[src/rtl/qdr_pkg.sv]
// ----------------------------------------------------------------------------
// qdr_pkg: shared types and helpers of the quantized dense/recurrent layer
// Register map, channel words, queue entry and Q-format alignment function.
// ----------------------------------------------------------------------------
`default_nettype none

package qdr_pkg;

    localparam int QDR_QDEPTH = 4;
    localparam int QDR_QPTR_W = 2;

    typedef enum logic [2:0] {
        REG_MAIN_LENGTH      = 3'd0,
        REG_REC_LENGTH       = 3'd1,
        REG_ROW_COUNT        = 3'd2,
        REG_BIAS_ENABLE      = 3'd3,
        REG_KERNEL_FRAC_BITS = 3'd4,
        REG_BIAS_FRAC_BITS   = 3'd5,
        REG_MAIN_FRAC_BITS   = 3'd6,
        REG_REC_FRAC_BITS    = 3'd7
    } t_reg_idx;

    typedef struct packed {
        logic [10:0] main_length;
        logic [10:0] rec_length;
        logic [15:0] row_count;
        logic        bias_enable;
        logic [3:0]  kernel_frac_bits;
        logic [4:0]  bias_frac_bits;
        logic [3:0]  main_frac_bits;
        logic [3:0]  rec_frac_bits;
    } t_cfg;

    typedef struct packed {
        logic signed [7:0]  weight;
        logic signed [15:0] sample_value;
        logic signed [15:0] bias_value;
    } t_in_item;

    typedef struct packed {
        logic signed [31:0] pre_activation;
        logic               last_row;
    } t_out_item;

    typedef enum logic [1:0] {
        KIND_MAC     = 2'd0,
        KIND_SEG_END = 2'd1,
        KIND_ROW_END = 2'd2
    } t_kind;

    typedef struct packed {
        t_kind              kind;
        logic signed [23:0] product;
        logic signed [15:0] bias;
        logic               rec_mode;
        logic               last_row;
    } t_entry;

    // saturating left shift for s > 0, arithmetic right shift for s < 0
    // left amounts used here never exceed 15
    function automatic logic signed [63:0] q_align(input logic signed [63:0] x,
                                                   input logic signed [5:0]  s);
        logic signed [63:0] hi;
        logic signed [63:0] lo;
        logic signed [63:0] c;
        logic [5:0]         ra;
        logic [3:0]         la;
        ra = 6'(-s);
        la = s[3:0];
        hi = $signed(64'h7FFF_FFFF_FFFF_FFFF >> la);
        lo = ~hi;
        c  = x;
        if (x > hi) begin
            c = hi;
        end
        if (x < lo) begin
            c = lo;
        end
        if (s < 0) begin
            return x >>> ra;
        end
        return c <<< la;
    endfunction

endpackage

`default_nettype wire

[src/rtl/qdr_front.sv]
// ----------------------------------------------------------------------------
// qdr_front: term intake and classification
// Counts terms per segment and rows per layer, forms the product and tags
// each word as plain term, end of main segment or end of row.
// ----------------------------------------------------------------------------
`default_nettype none

module qdr_front import qdr_pkg::*; #(
    parameter int MAX_TERMS = 1024
) (
    input  wire logic     i_clk,
    input  wire logic     i_rst_n,
    input  wire t_cfg     i_cfg,
    input  wire logic     i_in_valid,
    input  wire t_in_item i_in_data,
    output logic          o_in_ready,
    input  wire logic     i_queue_full,
    output logic          o_push,
    output t_entry        o_entry
);

    localparam logic [15:0] MAX_TERMS_W = 16'(MAX_TERMS);

    logic [10:0] r_term_cnt;
    logic [10:0] n_term_cnt;
    logic        r_rec_seg;
    logic        n_rec_seg;
    logic [15:0] r_row_cnt;
    logic [15:0] n_row_cnt;

    logic [10:0] mlen;
    logic [10:0] rlen;
    logic [10:0] term_inc;
    logic [15:0] row_inc;
    logic        row_end;

    assign o_in_ready = !i_queue_full;
    assign o_push     = i_in_valid && !i_queue_full;

    always_comb begin
        mlen = i_cfg.main_length;
        if (mlen == 11'd0) begin
            mlen = 11'd1;
        end
        if ({5'd0, mlen} > MAX_TERMS_W) begin
            mlen = MAX_TERMS_W[10:0];
        end
        rlen = i_cfg.rec_length;
        if ({5'd0, rlen} > MAX_TERMS_W) begin
            rlen = MAX_TERMS_W[10:0];
        end
    end

    always_comb begin
        term_inc   = r_term_cnt + 11'd1;
        row_inc    = r_row_cnt + 16'd1;
        n_term_cnt = term_inc;
        n_rec_seg  = r_rec_seg;
        n_row_cnt  = r_row_cnt;
        row_end    = 1'b0;

        o_entry.product  = 24'(i_in_data.weight * i_in_data.sample_value);
        o_entry.bias     = i_in_data.bias_value;
        o_entry.rec_mode = r_rec_seg;
        o_entry.kind     = KIND_MAC;
        o_entry.last_row = 1'b0;

        if (!r_rec_seg) begin
            if (term_inc >= mlen) begin
                n_term_cnt = 11'd0;
                if (rlen == 11'd0) begin
                    row_end = 1'b1;
                end else begin
                    o_entry.kind = KIND_SEG_END;
                    n_rec_seg    = 1'b1;
                end
            end
        end else if (term_inc >= rlen) begin
            n_term_cnt = 11'd0;
            n_rec_seg  = 1'b0;
            row_end    = 1'b1;
        end

        if (row_end) begin
            o_entry.kind = KIND_ROW_END;
            n_row_cnt    = row_inc;
            if (row_inc >= i_cfg.row_count) begin
                o_entry.last_row = 1'b1;
                n_row_cnt        = 16'd0;
            end
        end
    end

    always_ff @(posedge i_clk) begin
        if (!i_rst_n) begin
            r_term_cnt <= 11'd0;
            r_rec_seg  <= 1'b0;
            r_row_cnt  <= 16'd0;
        end else if (o_push) begin
            r_term_cnt <= n_term_cnt;
            r_rec_seg  <= n_rec_seg;
            r_row_cnt  <= n_row_cnt;
        end
    end

endmodule

`default_nettype wire

[src/rtl/qdr_queue.sv]
// ----------------------------------------------------------------------------
// qdr_queue: short first-word-fall-through queue
// Decouples term intake from the accumulator and row finishing pipeline.
// ----------------------------------------------------------------------------
`default_nettype none

module qdr_queue import qdr_pkg::*; (
    input  wire logic   i_clk,
    input  wire logic   i_rst_n,
    input  wire logic   i_push,
    input  wire t_entry i_entry,
    input  wire logic   i_pop,
    output logic        o_full,
    output logic        o_valid,
    output t_entry      o_head
);

    t_entry                r_mem [QDR_QDEPTH];
    logic [QDR_QPTR_W-1:0] r_wr_ptr;
    logic [QDR_QPTR_W-1:0] r_rd_ptr;
    logic [QDR_QPTR_W:0]   r_count;
    logic [QDR_QPTR_W:0]   n_count;
    logic                  do_push;
    logic                  do_pop;

    assign o_full  = (r_count == (QDR_QPTR_W + 1)'(QDR_QDEPTH));
    assign o_valid = (r_count != '0);
    assign o_head  = r_mem[r_rd_ptr];
    assign do_push = i_push && !o_full;
    assign do_pop  = i_pop && o_valid;

    always_comb begin
        n_count = r_count;
        if (do_push && !do_pop) begin
            n_count = r_count + 1'b1;
        end else if (do_pop && !do_push) begin
            n_count = r_count - 1'b1;
        end
    end

    always_ff @(posedge i_clk) begin
        if (!i_rst_n) begin
            r_wr_ptr <= '0;
            r_rd_ptr <= '0;
            r_count  <= '0;
        end else begin
            r_count <= n_count;
            if (do_push) begin
                r_wr_ptr <= r_wr_ptr + 1'b1;
            end
            if (do_pop) begin
                r_rd_ptr <= r_rd_ptr + 1'b1;
            end
        end
    end

    always_ff @(posedge i_clk) begin
        if (do_push) begin
            r_mem[r_wr_ptr] <= i_entry;
        end
    end

endmodule

`default_nettype wire

[src/rtl/qdr_back.sv]
// ----------------------------------------------------------------------------
// qdr_back: accumulator and row finishing pipeline
// Accumulates products, realigns between segments, then aligns the sum,
// adds the bias, rescales to Q15 and clamps over four registered stages.
// ----------------------------------------------------------------------------
`default_nettype none

module qdr_back import qdr_pkg::*; (
    input  wire logic   i_clk,
    input  wire logic   i_rst_n,
    input  wire t_cfg   i_cfg,
    input  wire logic   i_head_valid,
    input  wire t_entry i_head,
    output logic        o_pop,
    output logic        o_out_valid,
    input  wire logic   i_out_ready,
    output t_out_item   o_out_data
);

    logic signed [63:0] r_acc;
    logic signed [63:0] n_acc;
    logic               r_pend;
    logic               n_pend;

    logic               r_s1_valid;
    logic signed [63:0] r_s1_sum;
    logic signed [15:0] r_s1_bias;
    logic               r_s1_rec;
    logic               r_s1_last;

    logic               r_s2_valid;
    logic signed [63:0] r_s2_sum;
    logic signed [63:0] r_s2_bias;
    logic [4:0]         r_s2_qs;
    logic               r_s2_last;

    logic               r_s3_valid;
    logic signed [63:0] r_s3_sum;
    logic [4:0]         r_s3_qs;
    logic               r_s3_last;

    logic               r_s4_valid;
    logic signed [63:0] r_s4_sum;
    logic               r_s4_last;

    logic               r_out_valid;
    t_out_item          r_out_data;

    logic               out_free;
    logic               s4_free;
    logic               s3_free;
    logic               s2_free;
    logic               s1_free;
    logic signed [63:0] prod_ext;
    logic signed [63:0] mac_sum;
    logic signed [5:0]  seg_shift;

    logic [3:0]         in_frac;
    logic [4:0]         q;
    logic [4:0]         qs;
    logic [4:0]         lead;
    logic signed [5:0]  bias_shift;
    logic [5:0]         bias_rsh;
    logic signed [63:0] bias_ext;
    logic signed [63:0] bias_al;
    logic signed [5:0]  final_shift;

    assign out_free = !r_out_valid || i_out_ready;
    assign s4_free  = !r_s4_valid || out_free;
    assign s3_free  = !r_s3_valid || s4_free;
    assign s2_free  = !r_s2_valid || s3_free;
    assign s1_free  = !r_s1_valid || s2_free;

    assign o_out_valid = r_out_valid;
    assign o_out_data  = r_out_data;

    assign prod_ext  = 64'(i_head.product);
    assign mac_sum   = r_acc + prod_ext;
    assign seg_shift = $signed({2'b00, i_cfg.rec_frac_bits})
                     - $signed({2'b00, i_cfg.main_frac_bits});

    // no word is popped while the realignment after the main segment is pending
    assign o_pop = i_head_valid && !r_pend && (i_head.kind != KIND_ROW_END || s1_free);

    always_comb begin
        n_acc  = r_acc;
        n_pend = r_pend;
        if (r_pend) begin
            n_acc  = q_align(r_acc, seg_shift);
            n_pend = 1'b0;
        end else if (o_pop) begin
            case (i_head.kind)
                KIND_MAC: begin
                    n_acc = mac_sum;
                end
                KIND_SEG_END: begin
                    n_acc  = mac_sum;
                    n_pend = 1'b1;
                end
                KIND_ROW_END: begin
                    n_acc = '0;
                end
                default: begin
                    n_acc = r_acc;
                end
            endcase
        end
    end

    // sum format and bias alignment for the word in stage one
    always_comb begin
        in_frac    = r_s1_rec ? i_cfg.rec_frac_bits : i_cfg.main_frac_bits;
        q          = {1'b0, in_frac} + {1'b0, i_cfg.kernel_frac_bits};
        qs         = (i_cfg.bias_enable && q < 5'd15) ? 5'd15 : q;
        lead       = qs - q;
        bias_shift = $signed({1'b0, qs}) - $signed({1'b0, i_cfg.bias_frac_bits});
        bias_rsh   = 6'(-bias_shift);
        bias_ext   = 64'(r_s1_bias);
        if (!i_cfg.bias_enable) begin
            bias_al = '0;
        end else if (bias_shift < 0) begin
            bias_al = bias_ext >>> bias_rsh;
        end else begin
            bias_al = bias_ext <<< bias_shift[4:0];
        end
    end

    assign final_shift = 6'sd15 - $signed({1'b0, r_s3_qs});

    always_ff @(posedge i_clk) begin
        if (!i_rst_n) begin
            r_acc       <= '0;
            r_pend      <= 1'b0;
            r_s1_valid  <= 1'b0;
            r_s2_valid  <= 1'b0;
            r_s3_valid  <= 1'b0;
            r_s4_valid  <= 1'b0;
            r_out_valid <= 1'b0;
        end else begin
            r_acc  <= n_acc;
            r_pend <= n_pend;
            if (s1_free) begin
                r_s1_valid <= o_pop && (i_head.kind == KIND_ROW_END);
            end
            if (s2_free) begin
                r_s2_valid <= r_s1_valid;
            end
            if (s3_free) begin
                r_s3_valid <= r_s2_valid;
            end
            if (s4_free) begin
                r_s4_valid <= r_s3_valid;
            end
            if (out_free) begin
                r_out_valid <= r_s4_valid;
            end
        end
    end

    always_ff @(posedge i_clk) begin
        if (s1_free) begin
            r_s1_sum  <= mac_sum;
            r_s1_bias <= i_head.bias;
            r_s1_rec  <= i_head.rec_mode;
            r_s1_last <= i_head.last_row;
        end
        if (s2_free) begin
            r_s2_sum  <= q_align(r_s1_sum, $signed({1'b0, lead}));
            r_s2_bias <= bias_al;
            r_s2_qs   <= qs;
            r_s2_last <= r_s1_last;
        end
        if (s3_free) begin
            r_s3_sum  <= r_s2_sum + r_s2_bias;
            r_s3_qs   <= r_s2_qs;
            r_s3_last <= r_s2_last;
        end
        if (s4_free) begin
            r_s4_sum  <= q_align(r_s3_sum, final_shift);
            r_s4_last <= r_s3_last;
        end
        if (out_free) begin
            if (r_s4_sum > 64'sd2147483647) begin
                r_out_data.pre_activation <= 32'sh7FFF_FFFF;
            end else if (r_s4_sum < -64'sd2147483648) begin
                r_out_data.pre_activation <= 32'sh8000_0000;
            end else begin
                r_out_data.pre_activation <= r_s4_sum[31:0];
            end
            r_out_data.last_row <= r_s4_last;
        end
    end

endmodule

`default_nettype wire

[src/rtl/quantized_dense_recurrent_layer.sv]
// ----------------------------------------------------------------------------
// quantized_dense_recurrent_layer: int8 x int16 dense / recurrent row engine
// Input words are weight/value terms, main segment first then recurrent
// segment; the row's last word carries the bias. One output word per row
// holds the Q15 pre-activation clamped to int32 and a last-row flag.
// Both channels are valid/ready. One term is taken per cycle while the queue
// has room; the front end counts and tags terms into a four-word queue, the
// back end accumulates. In a row with a recurrent segment the back end holds
// off popping while it realigns the sum between segments. From the row's last
// word to its result the sum passes accumulate, align, bias add, Q15 shift and
// clamp register. When the receiver stalls, the finishing stages and the queue
// fill and then the input ready drops; nothing is lost. Reset clears the
// counters, the queue and the sum, and loads the register defaults. The user
// must see that registers are written through the plain write port only while
// the block is idle; the block itself does not enforce it.
// ----------------------------------------------------------------------------
`default_nettype none

module quantized_dense_recurrent_layer import qdr_pkg::*; #(
    parameter int MAX_TERMS = 1024
) (
    input  wire logic        i_clk,
    input  wire logic        i_rst_n,
    input  wire logic        i_cfg_we,
    input  wire logic [2:0]  i_cfg_idx,
    input  wire logic [15:0] i_cfg_data,
    input  wire logic        i_in_valid,
    output logic             o_in_ready,
    input  wire t_in_item    i_in_data,
    output logic             o_out_valid,
    input  wire logic        i_out_ready,
    output t_out_item        o_out_data
);

    t_cfg   r_cfg;
    logic   queue_full;
    logic   push;
    t_entry push_entry;
    logic   head_valid;
    t_entry head;
    logic   pop;

    always_ff @(posedge i_clk) begin
        if (!i_rst_n) begin
            r_cfg.main_length      <= 11'd1;
            r_cfg.rec_length       <= 11'd0;
            r_cfg.row_count        <= 16'd1;
            r_cfg.bias_enable      <= 1'b1;
            r_cfg.kernel_frac_bits <= 4'd7;
            r_cfg.bias_frac_bits   <= 5'd15;
            r_cfg.main_frac_bits   <= 4'd15;
            r_cfg.rec_frac_bits    <= 4'd15;
        end else if (i_cfg_we) begin
            case (t_reg_idx'(i_cfg_idx))
                REG_MAIN_LENGTH:      r_cfg.main_length      <= i_cfg_data[10:0];
                REG_REC_LENGTH:       r_cfg.rec_length       <= i_cfg_data[10:0];
                REG_ROW_COUNT:        r_cfg.row_count        <= i_cfg_data;
                REG_BIAS_ENABLE:      r_cfg.bias_enable      <= i_cfg_data[0];
                REG_KERNEL_FRAC_BITS: r_cfg.kernel_frac_bits <= i_cfg_data[3:0];
                REG_BIAS_FRAC_BITS:   r_cfg.bias_frac_bits   <= i_cfg_data[4:0];
                REG_MAIN_FRAC_BITS:   r_cfg.main_frac_bits   <= i_cfg_data[3:0];
                REG_REC_FRAC_BITS:    r_cfg.rec_frac_bits    <= i_cfg_data[3:0];
                default: begin
                    r_cfg <= r_cfg;
                end
            endcase
        end
    end

    qdr_front #(
        .MAX_TERMS (MAX_TERMS)
    ) u_front (
        .i_clk        (i_clk),
        .i_rst_n      (i_rst_n),
        .i_cfg        (r_cfg),
        .i_in_valid   (i_in_valid),
        .i_in_data    (i_in_data),
        .o_in_ready   (o_in_ready),
        .i_queue_full (queue_full),
        .o_push       (push),
        .o_entry      (push_entry)
    );

    qdr_queue u_queue (
        .i_clk   (i_clk),
        .i_rst_n (i_rst_n),
        .i_push  (push),
        .i_entry (push_entry),
        .i_pop   (pop),
        .o_full  (queue_full),
        .o_valid (head_valid),
        .o_head  (head)
    );

    qdr_back u_back (
        .i_clk        (i_clk),
        .i_rst_n      (i_rst_n),
        .i_cfg        (r_cfg),
        .i_head_valid (head_valid),
        .i_head       (head),
        .o_pop        (pop),
        .o_out_valid  (o_out_valid),
        .i_out_ready  (i_out_ready),
        .o_out_data   (o_out_data)
    );

endmodule

`default_nettype wire
[config.mk]
export PLATFORM = sky130hd
export DESIGN_NAME = quantized_dense_recurrent_layer
export DESIGN_NICKNAME = d
export VERILOG_FILES = /design/src/rtl/qdr_pkg.sv /design/src/rtl/qdr_front.sv /design/src/rtl/qdr_queue.sv /design/src/rtl/qdr_back.sv /design/src/rtl/quantized_dense_recurrent_layer.sv
export SDC_FILE = /design/constraint.sdc
export NUM_CORES = 2
export LEC_CHECK = 0
export BUFFER_PORTS_ARGS = -buffer_cell sky130_fd_sc_hd__buf_4
export CORE_MARGIN = 2
export CORE_UTILIZATION = 50
export CTS_BUF_LIST = sky130_fd_sc_hd__clkbuf_4 sky130_fd_sc_hd__clkbuf_8
export DETAILED_ROUTE_END_ITERATION = 10
export PLACE_DENSITY = 0.73
export SLEW_MARGIN = 40
export SYNTH_ARGS = -nofsm -noshare
export SYNTH_HDL_FRONTEND = slang
export SYNTH_HIERARCHICAL = 1
export SYNTH_SLANG_ARGS = --single-unit
[constraint.sdc]
create_clock -name i_clk -period 10.4 [get_ports i_clk]
set_clock_uncertainty 0.15 [all_clocks]
set_input_delay 1.04 -clock i_clk [delete_from_list [all_inputs] [get_ports i_clk]]
set_output_delay 1.04 -clock i_clk [all_outputs]
set_load 0.01 [all_outputs]
# Yosys cells after proc, flatten, opt, wreduce, memory -nomap -nowiden
# Memories as Yosys holds them, arrays and structs flattened. A register that Yosys moved wholly into a read port is not among the register bits.
# Index checks and enable logic that the tools add are counted.
[op_classes]
eq_ne = 11
n_bitwise = 5
n_mul = 1
n_mux = 52
addsub = 16
magnitude_cmp = 17
n_reduce_logical = 44
shift = 10
[op_table]
columns = ["cell", "count"]
rows = [
  ["$mux W64", 16],
  ["$gt A64 B64 Y1", 3],
  ["$lt A64 B64 Y1", 3],
  ["$not A64 Y64", 3],
  ["$shr A63 B4 Y64 const A", 3],
  ["$sshl A64 B4 Y64", 3],
  ["$pmux W64 S2", 1],
  ["$sshr A64 B6 Y64", 2],
  ["$mux W11", 6],
  ["$add A64 B24 Y64", 1],
  ["$add A64 B64 Y64", 1],
  ["$gt A64 B32 Y1 const B", 1],
  ["$lt A64 B32 Y1 const B", 1],
  ["$sshl A16 B5 Y64", 1],
  ["$sshr A16 B6 Y64", 1],
  ["$mux W32", 1],
  ["$mul A8 B16 Y24", 1],
  ["$ge A11 B11 Y1", 2],
  ["$gt A11 B11 Y1 const B", 2],
  ["$logic_not A11 Y1", 2],
  ["$reduce_and A2 Y1", 10],
  ["$mux W1", 18],
  ["$add A16 B1 Y16 const B", 1],
  ["$ge A16 B16 Y1", 1],
  ["other kinds (35)", 72],
]
[totals]
mem_bits_rw = 176
reg_bits = 545
memories = 1
wordCells = 193
[mem_list]
columns = ["memory", "words", "word_bits", "rd", "rd_ports_with_merged_regs", "wr", "line", "rtl"]
rows = [
  ["u_queue.r_mem", 4, 44, 1, 1, 1, "qdr_queue.sv:18", "t_entry r_mem [QDR_QDEPTH];"],
]

# Depth between registers and ports, before layout
[logic_depth]
ltp_word = 12
ltp_mapped = 27
depth_no_buf = 24

# Modules after synthesis
# The synthesis kept the hierarchy.
[by_module_without_submodules]
columns = ["module", "seq_area_each_um2", "cells_each", "area_per_inst_um2", "n_inst"]
rows = [
  ["qdr_back", 12421.9, 5462, 45452.3, 1],
  ["qdr_front", 560.5, 903, 7428.4, 1],
  ["qdr_queue", 5465.2, 278, 6876.6, 1],
  ["quantized_dense_recurrent_layer", 1121.1, 211, 2177.1, 1],
]

# Worst setup path before layout
# Ideal clock, no wire load.
[synth_path]
kind = "register -> register"
startpoint = "register r_cfg[0] (netlist bit)"
endpoint = "register u_back.r_acc[54]"
path_buffers = 4
arrival_time_ps = 5737
path_stages_with_launch = 24
setup_slack_ps = 4439
path_cell_list = "dfxtp_1 inv_1 ha_1 inv_1 fa_1 xor2_1 clkbuf_1 clkbuf_1 clkbuf_1 ha_1 nand2_1 ha_1 or2_0 or4_1 or4_4 o31ai_4 buf_6 o221ai_2 o211a_2 mux2_4 mux4_2 mux2i_1 o221ai_1 a31oi_1"
[synth_between]
elab_chain_cells = 9
word_cells_on_any_way = 17
classes_between = "add/sub: 2; order compare: 3; shift: 3; mux: 8; bitwise: 1"
[synth_rtl]
columns = ["element", "line", "rtl"]
rows = [
  ["from (decl)", "quantized_dense_recurrent_layer.sv:35", "t_cfg r_cfg;"],
  ["from (signal assigned)", "quantized_dense_recurrent_layer.sv:64", "r_cfg <= r_cfg;"],
  ["$sub A4 B4 Y5 *", "qdr_back.sv:80", "- $signed({2'b00, i_cfg.main_frac_bits});"],
  ["$shr A63 B4 Y64", "qdr_pkg.sv:70", "hi = $signed(64'h7FFF_FFFF_FFFF_FFFF >> la);"],
  ["$gt A64 B64 Y1 or $not A64 Y64 (tied branches)", "qdr_pkg.sv:73, qdr_pkg.sv:71", ""],
  ["$mux W64 or $lt A64 B64 Y1 (tied branches)", "qdr_pkg.sv:73, qdr_pkg.sv:76", ""],
  ["$mux W64", "qdr_pkg.sv:76", "if (x < lo) begin"],
  ["$mux W64", "qdr_back.sv:88", "if (r_pend) begin"],
  ["$sshl A64 B4 Y64", "qdr_pkg.sv:82", "return c <<< la;"],
  ["$mux W64 *", "qdr_pkg.sv:82", ""],
  ["$mux W64 *", "qdr_back.sv:88", ""],
  ["to (signal assigned)", "qdr_back.sv:140", "r_acc <= n_acc;"],
  ["to (decl)", "qdr_back.sv:20", "logic signed [63:0] r_acc;"],
]
# Every way passes the cells marked *; elsewhere a longest branch is shown, timed or not. The select of a mux whose other input is x is not followed.
# A chain may end at the register's enable or synchronous reset.

# Final worst setup path
[layout_path]
startpoint = "register u_back.r_s1_rec"
endpoint = "register u_back.r_s2_sum[59] (data pin)"
[layout_between]
elab_chain_cells = 12
word_cells_on_any_way = 14
classes_between = "add/sub: 2; order compare: 3; shift: 2; mux: 5; bitwise: 1; reduce/logical: 1"
[layout_rtl]
columns = ["element", "line", "rtl"]
rows = [
  ["from (decl)", "qdr_back.sv:28", "logic r_s1_rec;"],
  ["from (signal assigned)", "qdr_back.sv:164", "r_s1_rec <= i_head.rec_mode;"],
  ["$mux W4 *", "qdr_back.sv:112", "in_frac = r_s1_rec ? i_cfg.rec_frac_bits : i_cfg.main_frac_bits;"],
  ["$add A4 B4 Y5 *", "qdr_back.sv:113", "q = {1'b0, in_frac} + {1'b0, i_cfg.kernel_frac_bits};"],
  ["$lt A5 B4 Y1", "qdr_back.sv:114", "qs = (i_cfg.bias_enable && q < 5'd15) ? 5'd15 : q;"],
  ["$logic_and A1 B1 Y1", "qdr_back.sv:114", ""],
  ["$mux W5", "qdr_back.sv:114", ""],
  ["$sub A4 B4 Y4 *", "qdr_back.sv:115", "lead = qs - q;"],
  ["$shr A63 B4 Y64", "qdr_pkg.sv:70", ""],
  ["$gt A64 B64 Y1 or $not A64 Y64 (tied branches)", "qdr_pkg.sv:73, qdr_pkg.sv:71", ""],
  ["$mux W64 or $lt A64 B64 Y1 (tied branches)", "qdr_pkg.sv:73, qdr_pkg.sv:76", ""],
  ["$mux W64", "qdr_pkg.sv:76", ""],
  ["$mux W64", "qdr_back.sv:167", "if (s2_free) begin"],
  ["$sshl A64 B4 Y64 *", "qdr_pkg.sv:82", ""],
  ["to (signal assigned)", "qdr_back.sv:168", "r_s2_sum <= q_align(r_s1_sum, $signed({1'b0, lead}));"],
  ["to (decl)", "qdr_back.sv:32", "logic signed [63:0] r_s2_sum;"],
]
# Marks and branches as above.

==> run metrics <==
slew margin rel.=38.6%; Register Area=19600 µm²; CTS tree=done; Post-Route WL=196 mm; Critical Path Most Common Cell=inv_1; unrepaired setup endpoints after global routing=false; Root Buffer=clkbuf_8; hold_buf cts=0; crit-path cells=mux2_2 > ha_1 > inv_1 > fa_1 > nor2b_1 > o21ai_1 > and2_1 > nand2_2 > buf_4 > inv_1 > a21oi_1 > inv_1 > ha_1 > or4_1 > nor3_1 > o211ai_1 > nand4_1 > buf_4 > nor2_1 > a211oi_1 > a22oi_1 > and2_1 > a2111oi_0 > a311oi_1; async set or reset register ratio after synthesis=0%; crit-path max FO=69; Setup-failing EPs final=0; first-pass GRT wire length=300 mm; utilization after layout=53.7%; Clock Path Buffers=3; Routed wire per std cell=23.2 µm; final worst path period share=66.7%; multi-input logic area=39300 µm²; Max Slew Vio Count=0; min cycle time layout=6.94 ns; final net count=7185; detailed router's first-iteration violation count=6165; H-tree depth=3; Sink Count=706; Most used DFF post-synth=edfxtp_1; outcome=completed; hold depth=0; Tot GR Track Use=30.0%; Final Hold Viols=0; CTS Buf Count=119; Worst-Skew Late Latency=0.85 ns; row count=129; worst endpoint data arrival time=7.32 ns; FF+latch count, synth=706; initial antenna violation count=6; grt ovf=0; area grow syn2layout=6.94%; Ports=99; CORE AREA=123000 µm²; r2r worst-path depth=24; die height=356 µm; via count of the routed design=54000; MaxCap Viol Count=0; Crit. End Element=register; EDFF count, synth=543; CTS clk-pin slew, worst paths=0.06 ns; PortBufs=98; CP top delay family=compound AO/OA/AOI/OAI gates; Max stage delay on crit path=0.56 ns; Die X=356 µm; crit start category=register; Initial Utilization=50.2%; Syn Area/Cell=9.04 µm²; fillers=11200; post_cts resized=0; class of the worst hold path=reg2reg; CP max stage cell=buf_4; vias per cell=6.41; RePlAce Congestion=1.01; Crit path buffers/inverters=5; yosys warns=6; Routed Antenna Nets=0; 1st-pass router iterations=9; largest net degree at the start of global routing=149; Worst path depth=24; Die Area=127000 µm²; DP HPWL=146 mm; mapped cell area=61900 µm²; post-synth cell types=113; setup_tns=0 ns; share of layout cells above drive strength 1=11.3%; vias in the first global route=51400; post-CTS setup buffers=0; highest clock rate=144 MHz; CP required=10.78 ns; synthesized net count=7356; register area share after synthesis=31.6%; WS Path Type=reg2reg; Post-route DRC=0; Syn Inst Count=6854; Tightest Pin Transition=0.918 ns
per-layer routing:
layer  vias up  global-route usage, %  part of all wire [%]
li1      25000                      -                     -
met1     25800                   38.9                    40
met2      2550                   48.3                    46
met3       585                   4.92                   8.0
met4         4                   15.5                   5.8
met5         -                      0                 0.013
cell usage after synthesis, types with 46 or more instances:
library cell    n  area [µm²]
a211oi_1      144        1080
mux2_2         70         788
a31oi_1       112         701
buf_1          67         251
o21a_1         51         383
nor2_1        487        1830
nand4_1        89         557
and2_1        161        1010
fa_1          109        2180
nand3_1       124         621
ha_1          329        4120
nor2b_1        91         569
mux2i_1       427        4270
clkbuf_1      353        1330
mux4_2        173        3900
nand2_1       926        3480
o21ai_0       398        1990
a21oi_1       569        2850
inv_1         304        1140
xor2_1         64         561
edfxtp_1      543       16300
a21o_1         86         646
xnor2_1       118        1030
nand2b_1       46         288
dfxtp_1       163        3260
o211ai_1      111         833
nor3_1         77         385
registers in the layout, indices dropped and copies added, names as in the netlist, 3 cells and up, named ones only:
register            count
u_back/r_s2_sum        64
u_back/r_s4_sum        64
u_back/r_s2_qs          5
r_cfg                  56
u_back/r_s2_bias       47
u_queue/r_count         3
u_back/r_s3_sum        64
u_front/r_row_cnt      16
u_back/r_acc           64
u_front/r_term_cnt     11
u_back/o_out_data      33
u_back/r_s1_sum        64
u_queue/r_mem         176
u_back/r_s1_bias       16
u_back/r_s3_qs          5
layout make-up:
class                      count  area share [%]
clock inverter                57           0.754
timing repair buffer         199            2.42
antenna                        8          0.0302
clock buffer                 164            3.09
sequential                   706            29.6
tap                         1637            3.09
inverter                     314            1.78
multi-input combinational   5343            59.3
cells in the final DEF, fill, tap and decap left out, drive strengths merged, types with 25 or more instances in the layout:
master,count
clkbuf,164
dfxtp,163
nand2b,46
nand4,89
o211ai,111
nor2,488
and3,40
nand3,125
a221oi,29
o31ai,34
nand2,928
a21o,86
o21bai,33
xor2,66
o21ai,405
nor2b,92
ha,329
a21oi,569
o21a,51
fa,109
buf,199
and2,161
a211oi,145
nor4,34
o22ai,25
o221ai,26
mux2i,427
a31oi,112
mux2,71
inv,311
nor3,80
edfxtp,543
xnor2,118
clkinv,49
a22oi,28
mux4,179
logic make-up after synthesis:
logic type      count (synthesis)  share of synthesized area [%]
xor+xnor                      184                           2.63
buf+inv                       805                           5.50
flops                         706                           31.6
simple gates                 2170                           16.1
mux                           677                           14.7
compound gates               1874                           19.3
fa+ha+maj                     438                           10.2
path summary, 6_finish.rpt:
kind         slack [ns]        startpoint                  end
min                0.25  u_back/r_s1_last     u_back/r_s2_last
min reg2reg        0.25  u_back/r_s1_last     u_back/r_s2_last
max                3.46   u_back/r_s1_rec  u_back/r_s2_sum[59]
max reg2reg        3.46   u_back/r_s1_rec  u_back/r_s2_sum[59]
per-stage QoR:
step                instances  hold slack, ns  area, µm²  worst slack (ns)
detailed placement       8198           0.255      63600              3.57
finish                   8428           0.252      66200              3.46
global route             8424           0.201      66200              2.92
floorplan                6854           0.250      61900              4.44
CTS                      8419           0.200      66200              3.58
global placement         8195           0.255      63500              3.50
Power is not shown: default switching activity piles up to over one toggle a cycle in this logic, so the estimate is an artifact.
